==> config.mk <==
export PLATFORM = sky130hd
export DESIGN_NAME = encoder_set_countdown_timer
export DESIGN_NICKNAME = d
export VERILOG_FILES = /design/src/rtl/core/est_pkg.sv /design/src/rtl/core/est_step.sv /design/src/rtl/core/encoder_set_countdown_timer.sv
export SDC_FILE = /design/constraint.sdc
export NUM_CORES = 1
export LEC_CHECK = 0
export BUFFER_PORTS_ARGS = -buffer_cell sky130_fd_sc_hd__buf_4
export CAP_MARGIN = 20
export CORE_MARGIN = 10
export CORE_UTILIZATION = 53
export DETAILED_ROUTE_END_ITERATION = 7
export GPL_ROUTABILITY_DRIVEN = 0
export PLACE_DENSITY = 0.77
export SETUP_SLACK_MARGIN = 0.05
export SLEW_MARGIN = 10
export SYNTH_ARGS = -nofsm -noshare
export SYNTH_HDL_FRONTEND = slang
export SYNTH_HIERARCHICAL = 1
export SYNTH_SLANG_ARGS = --single-unit
==> constraint.sdc <==
create_clock -name clock -period 5.9 [get_ports clock]
set_input_delay 1.18 -clock clock [delete_from_list [all_inputs] [get_ports clock]]
set_output_delay 1.18 -clock clock [all_outputs]
set_load 0.005 [all_outputs]
==> src/rtl/core/est_pkg.sv <==
package est_pkg;

   // Input beat: one millisecond tick of encoder and button levels
   typedef struct packed {
      logic enc_a;
      logic enc_b;
      logic button_level;
   } req_type;

   // Result beat: timer status after the tick
   typedef struct packed {
      logic [6:0] count_value;
      logic       relay_on;
      logic       display_on;
      logic       running;
   } rsp_type;

   // Configuration register indexes
   typedef enum logic [1:0] {
      CSR_LONG_PRESS = 2'd0,
      CSR_STEP       = 2'd1,
      CSR_COUNT_TOP  = 2'd2
   } csr_index_type;

   localparam int CSR_DATA_W = 16;

   localparam logic [15:0] AGE_MAX            = 16'hFFFF;
   localparam logic [6:0]  TOP_LIMIT          = 7'd99;
   localparam logic [15:0] LONG_PRESS_DEFAULT = 16'd1000;
   localparam logic [15:0] STEP_DEFAULT       = 16'd1000;
   localparam logic [6:0]  COUNT_TOP_DEFAULT  = 7'd99;

endpackage

==> src/rtl/core/est_step.sv <==
module est_step (
   input  logic                          clock,
   input  logic                          reset,
   input  logic                          csr_we,
   input  logic [1:0]                    csr_index,
   input  logic [est_pkg::CSR_DATA_W-1:0] csr_wdata,
   input  logic                          accept,
   input  est_pkg::req_type              req_data,
   output est_pkg::rsp_type              rsp_next
);
   import est_pkg::*;

   // Configuration registers
   logic [15:0] long_press_ff;
   logic [15:0] step_ticks_ff;
   logic [6:0]  count_top_ff;

   // Timer state
   logic [6:0]  count_ff,         count_in;
   logic        running_ff,       running_in;
   logic        prev_a_ff,        prev_a_in;
   logic        prev_button_ff,   prev_button_in;
   logic [15:0] press_age_ff,     press_age_in;
   logic [15:0] step_age_ff,      step_age_in;
   logic        await_release_ff, await_release_in;
   logic        display_ff,       display_in;

   logic [6:0]  eff_top;

   // Clamp the wrap point to 1..99
   always_comb begin
      if (count_top_ff == 7'd0) begin
         eff_top = 7'd1;
      end else if (count_top_ff > TOP_LIMIT) begin
         eff_top = TOP_LIMIT;
      end else begin
         eff_top = count_top_ff;
      end
   end

   // Per-tick update
   always_comb begin
      logic [15:0] sa;
      count_in         = count_ff;
      running_in       = running_ff;
      prev_a_in        = prev_a_ff;
      prev_button_in   = prev_button_ff;
      press_age_in     = press_age_ff;
      step_age_in      = step_age_ff;
      await_release_in = await_release_ff;
      display_in       = display_ff;
      sa               = '0;

      if (await_release_ff) begin
         // hold everything until the button comes up
         if (req_data.button_level) begin
            await_release_in = 1'b0;
            prev_button_in   = 1'b1;
         end
      end else if (!running_ff) begin
         // encoder steps on falling A edge
         if (req_data.enc_a != prev_a_ff) begin
            if (!req_data.enc_a) begin
               if (req_data.enc_b) begin
                  count_in = (count_ff >= eff_top) ? 7'd0 : count_ff + 7'd1;
               end else begin
                  count_in = (count_ff == 7'd0) ? eff_top : count_ff - 7'd1;
               end
               display_in = 1'b1;
            end
            prev_a_in = req_data.enc_a;
         end
         if (!req_data.button_level) begin
            if (prev_button_ff) begin
               press_age_in = '0;
            end else begin
               press_age_in = (press_age_ff == AGE_MAX) ? AGE_MAX : press_age_ff + 16'd1;
            end
            if (press_age_in >= long_press_ff) begin
               count_in         = '0;
               display_in       = 1'b1;
               await_release_in = 1'b1;
            end
         end else if (!prev_button_ff) begin
            // short press released: start
            if (press_age_ff < long_press_ff) begin
               running_in  = 1'b1;
               step_age_in = '0;
            end
         end
         prev_button_in = req_data.button_level;
      end else begin
         // countdown
         sa = (step_age_ff == AGE_MAX) ? AGE_MAX : step_age_ff + 16'd1;
         step_age_in = sa;
         if (sa >= step_ticks_ff) begin
            step_age_in = '0;
            if (count_ff <= 7'd1) begin
               running_in = 1'b0;
               display_in = 1'b0;
               count_in   = '0;
            end else begin
               count_in   = count_ff - 7'd1;
               display_in = 1'b1;
            end
         end
         if (!req_data.button_level) begin
            if (prev_button_ff) begin
               press_age_in = '0;
            end else begin
               press_age_in = (press_age_ff == AGE_MAX) ? AGE_MAX : press_age_ff + 16'd1;
            end
            if (press_age_in >= long_press_ff) begin
               running_in       = 1'b0;
               display_in       = 1'b0;
               count_in         = '0;
               await_release_in = 1'b1;
            end
         end
         prev_button_in = req_data.button_level;
      end
   end

   assign rsp_next.count_value = count_in;
   assign rsp_next.relay_on    = running_in;
   assign rsp_next.display_on  = display_in;
   assign rsp_next.running     = running_in;

   // Configuration writes
   always_ff @(posedge clock) begin
      if (reset) begin
         long_press_ff <= LONG_PRESS_DEFAULT;
         step_ticks_ff <= STEP_DEFAULT;
         count_top_ff  <= COUNT_TOP_DEFAULT;
      end else if (csr_we) begin
         unique case (csr_index)
            CSR_LONG_PRESS: long_press_ff <= csr_wdata;
            CSR_STEP:       step_ticks_ff <= csr_wdata;
            CSR_COUNT_TOP:  count_top_ff  <= csr_wdata[6:0];
            default: ;
         endcase
      end
   end

   // State commit on each accepted tick
   always_ff @(posedge clock) begin
      if (reset) begin
         count_ff         <= '0;
         running_ff       <= 1'b0;
         prev_a_ff        <= 1'b1;
         prev_button_ff   <= 1'b1;
         press_age_ff     <= '0;
         step_age_ff      <= '0;
         await_release_ff <= 1'b0;
         display_ff       <= 1'b0;
      end else if (accept) begin
         count_ff         <= count_in;
         running_ff       <= running_in;
         prev_a_ff        <= prev_a_in;
         prev_button_ff   <= prev_button_in;
         press_age_ff     <= press_age_in;
         step_age_ff      <= step_age_in;
         await_release_ff <= await_release_in;
         display_ff       <= display_in;
      end
   end

endmodule

==> src/rtl/core/encoder_set_countdown_timer.sv <==
// Rotary-encoder countdown timer.
// req channel: one beat per millisecond tick with encoder A/B and button
// levels. rsp channel: exactly one beat per req beat, carrying the count,
// relay, display and running status after that tick.
// csr port: write-only; index 0 long-press ticks, 1 step ticks, 2 count top.
// Write only while the block is idle.
// Each taken req beat is registered in the output register, or in the skid
// register while the output register is stalled. Throughput: one beat per
// clock while req_stall is low; the tick update is a single pass of
// compare/increment logic between the state registers and the output
// register. Stall: an output register plus one skid register hold up to
// two results; req_stall rises when the skid register fills, which needs a
// stalled full output register; a receiver stall holds off the input until
// the skid beat has drained into the output register.
// Reset: synchronous; clears the timer (count 0, idle, display blank),
// restores registers to 1000, 1000 and 99, and empties the output stages.
module encoder_set_countdown_timer (
   input  logic                           clock,
   input  logic                           reset,
   input  logic                           req_valid,
   output logic                           req_stall,
   input  est_pkg::req_type               req_data,
   output logic                           rsp_valid,
   input  logic                           rsp_stall,
   output est_pkg::rsp_type               rsp_data,
   input  logic                           csr_we,
   input  logic [1:0]                     csr_index,
   input  logic [est_pkg::CSR_DATA_W-1:0] csr_wdata
);
   import est_pkg::*;

   logic    accept;
   logic    out_free;
   rsp_type rsp_next;

   logic    out_valid_ff,  out_valid_in;
   rsp_type out_data_ff,   out_data_in;
   logic    skid_valid_ff, skid_valid_in;
   rsp_type skid_data_ff,  skid_data_in;

   assign accept   = req_valid && !skid_valid_ff;
   assign out_free = !out_valid_ff || !rsp_stall;

   est_step u_step (
      .clock     (clock),
      .reset     (reset),
      .csr_we    (csr_we),
      .csr_index (csr_index),
      .csr_wdata (csr_wdata),
      .accept    (accept),
      .req_data  (req_data),
      .rsp_next  (rsp_next)
   );

   // Output register with skid stage
   always_comb begin
      out_valid_in  = out_valid_ff;
      out_data_in   = out_data_ff;
      skid_valid_in = skid_valid_ff;
      skid_data_in  = skid_data_ff;
      if (out_free) begin
         if (skid_valid_ff) begin
            out_valid_in  = 1'b1;
            out_data_in   = skid_data_ff;
            skid_valid_in = 1'b0;
         end else begin
            out_valid_in = accept;
            out_data_in  = rsp_next;
         end
      end else if (accept) begin
         skid_valid_in = 1'b1;
         skid_data_in  = rsp_next;
      end
   end

   always_ff @(posedge clock) begin
      if (reset) begin
         out_valid_ff  <= 1'b0;
         skid_valid_ff <= 1'b0;
      end else begin
         out_valid_ff  <= out_valid_in;
         skid_valid_ff <= skid_valid_in;
      end
   end

   always_ff @(posedge clock) begin
      out_data_ff  <= out_data_in;
      skid_data_ff <= skid_data_in;
   end

   assign req_stall = skid_valid_ff;
   assign rsp_valid = out_valid_ff;
   assign rsp_data  = out_data_ff;

endmodule
==> impl_results.md <==
* Status: finished, final reports clean
* Die H at 133 µm
* Initial Util at 54.0%
* CTS clk-pin slew, worst paths at 70 ps
* Ant diodes at 0
* Pin count of the biggest net entering global routing at 65
* Post-synthesis mux area share at 3.34%
* Vias per std cell at 6.04
* Drt wl/cell at 16.8 µm
* Cell Pwr Density at 223 nW/µm²
* Chip width at 133 µm
* DR iter-0 viols at 444
* # clock sinks at 105
* Worst hold start: u_step/step_ticks_ff[4]$_SDFFE_PP0P_
* Crit Path Class: flop to flop
* Simple-gate share of the synthesized area at 21.8%
* Worst-path fanout max at 25
* Main combinational cell family by area after synthesis: simple AND/OR/NAND/NOR gates
* Max Freq at 0.211 GHz
* Post-CTS resize count at 0
* Post-Syn Instances at 830
* H-tree depth at 3
* TritonCTS clock tree: done
* Hold Fails Final Rpt at 0
* CTS Buf Count at 9
* Critical path origin: u_step/step_age_ff[0]$_SDFFE_PP0P_
* Tcrit/Tclk final at 80.5%
* First-pass GRT wire length at 27.7 mm
* Final setup violation count at 0
* I/O pin count at 38
* Top_reg_cell synth: dfxtp_1
* Hold Buf Count CTS at 0
* Synthesized area at 6820 µm²
* RSZ-0062 raised after global routing: false
* Sequential area share after synthesis at 33.8%
* Pre-CTS WS at 1220 ps
* Most common cell after layout, fill and taps aside: nand2_1
* Adder-cell share of the synthesized area at 10.8%
* Crit path arrival time at 4860 ps
* Fillcell total at 1184
* Vias in the first global route at 5634
* Setup TNS at 0 ps
* Yosys warning count at 6
* Max rail drop VDD at 0.146 mV
* Final worst slack at 1150 ps
* GR Overflow Total at 0
* Post-route ant nets at 0
* Total power at 0.00164 W
* Post-Place Cells at 990
* Root Driver: clkbuf_16
* Non-Filler Instances at 1007
* Routed via count at 6078
* CP Data Required Time at 6010 ps
* Compound-gate portion of the synthesized area at 21.3%
* Router iterations before antenna repair at 5
* Synth Register Bits at 105
* Type of the most critical hold path: flop to flop
* Yosys cell types at 79
* Share of layout cells above drive strength 1 at 10.7%
* Period minus WS final at 4750 ps
* DRC Markers at 0
* Gr usage total at 18.7%
* Detailed Place HPWL at 12.2 mm
* Startpoint types: flop
* Slew Limit Fails at 0
* Lkg Pwr at 2.94 nW
* Worst-Skew Late Latency at 360 ps
* Number of synthesized flops with an enable pin at 20
* R2r startpoint: u_step/step_age_ff[0]$_SDFFE_PP0P_
* Placeable Area at 12600 µm²
* Post CTS Setup Buffer Count at 0
* Layout Nets at 916
* Synth Area per Inst at 8.21 µm²
* # rows at 41
* Initial antenna violation count at 0
* Max Root-Sink Buffers at 2
* Port Buffer Count at 37
* Xor/xnor share of the synthesized area at 2.44%
* Most frequent cells in the layout: 141 x nand2_1, 85 x dfxtp_1, 78 x a21oi_1, 59 x ha_1, 54 x inv_1
* Ys async rst share at 0%
* Max-Cap Viols at 0
* Measured slew at the worst slew-check pin at 975 ps
* Die area at 17800 µm²
* CP Capture Type: flop
* Worst Clk Skew at 6.45 ps
* Post-Route WL at 16.9 mm
* Mapped Nets at 915
* Area delta synth->final at 8.24%
* Normalized max-slew margin at 34.4%
-- power breakdown --
| group | internal (W) | switching [W] | total (W) |
|---|---|---|---|
| registers | 0.000772 | 0.0000321 | 0.000804 |
| clock network | 0.000295 | 0.000256 | 0.000551 |
| logic | 0.000126 | 0.000163 | 0.000290 |
| total | 0.00119 | 0.000451 | 0.00164 |
-- state kept, by name (all words and copies together), names as in the netlist, 7 cells and up --
register	count
rsp_data	10
skid_data_ff	10
u_step/count_ff	7
u_step/count_top_ff	7
u_step/long_press_ff	16
u_step/press_age_ff	16
u_step/step_age_ff	16
u_step/step_ticks_ff	16
-- critical path: stages (launching register included) --
cell       delay [ps]
dfxtp_1           390
ha_1              240
and3_1            280
nand3_1           180
or3_4             510
and2_1            210
ha_1              270
nand2b_4          150
a2111oi_4         360
nor4b_2           130
nor3_4            770
nor4_1            150
a311o_1           370
a22o_1            210
mux2_4            270
-- metal layers --
metal	track usage, %	part of all wire, %
met1	23.1	45
met2	30.8	47
met3	4.74	6.2
met4	6.41	2.4
met5	0	0
-- cell families after synthesis --
kind of cell,Yosys count
AND/OR/NAND/NOR,304
AO/OA/AOI/OAI,219
buffers and inverters,106
flip-flops,105
adder cells (fa/ha/maj),59
XOR/XNOR,19
multiplexers,18
-- path summary, 6_finish.rpt --
check | endpoint | slack, ps | cells past startpoint
hold reg to reg | u_step/step_ticks_ff[4]$_SDFFE_PP0P_ | 460 | 2
hold / removal | u_step/step_ticks_ff[4]$_SDFFE_PP0P_ | 460 | 2
setup reg to reg | rsp_data[6]$_DFFE_PP_ | 1150 | 14
setup / recovery | rsp_data[6]$_DFFE_PP_ | 1150 | 14
-- final cells by class --
class	instances	area (µm²)	share of cell area (%)
Clock buffer	12	246	3.34
Clock inverter	3	18.8	0.254
Inverter	55	206	2.80
Multi-Input combinational cell	619	4080	55.3
Sequential cell	105	2300	31.2
Tap cell	172	215	2.92
Timing Repair Buffer	41	308	4.17
-- metrics by stage --
step / hold WS (ps) / instance area [µm²] / util [%]
after global routing: 480 / 7380 / 58.5
after CTS: 457 / 7360 / 58.3
after floorplan: 436 / 6820 / -
final: 456 / 7380 / 58.5
after detailed placement: 447 / 7090 / 56.2
after global placement: 443 / 7090 / 56.2
-- cell usage after synthesis (3+ instances only) --
cell type	number	area, µm²
or2_2	4	25.0
inv_1	54	203
nor2b_1	5	31.3
buf_1	4	15.0
o21ai_0	25	125
a21oi_1	78	390
clkbuf_1	28	105
nand3_1	29	145
nand4_1	23	144
and2_1	5	31.3
xor2_1	5	43.8
nor2_1	40	150
buf_2	13	65.1
a31oi_1	13	81.3
nor4_1	7	43.8
a211oi_1	8	60.1
and4_1	3	26.3
ha_1	59	738
dfxtp_1	85	1700
o21a_1	9	67.6
o211ai_1	19	143
nand2_1	141	529
a221oi_1	7	61.3
nand2b_1	7	43.8
o22ai_1	5	31.3
nor3_1	15	75.1
mux2i_1	7	70.1
edfxtp_1	20	601
xnor2_1	14	123
buf_4	4	30.0
and3_1	7	43.8
a21o_1	4	30.0
o21ai_1	4	20.0
a22o_1	4	35.0
a221o_1	3	30.0
o31ai_1	6	45.0
a22oi_1	3	22.5
mux2_4	9	135
No activity file was read; power rests on OpenSTA's default activity.
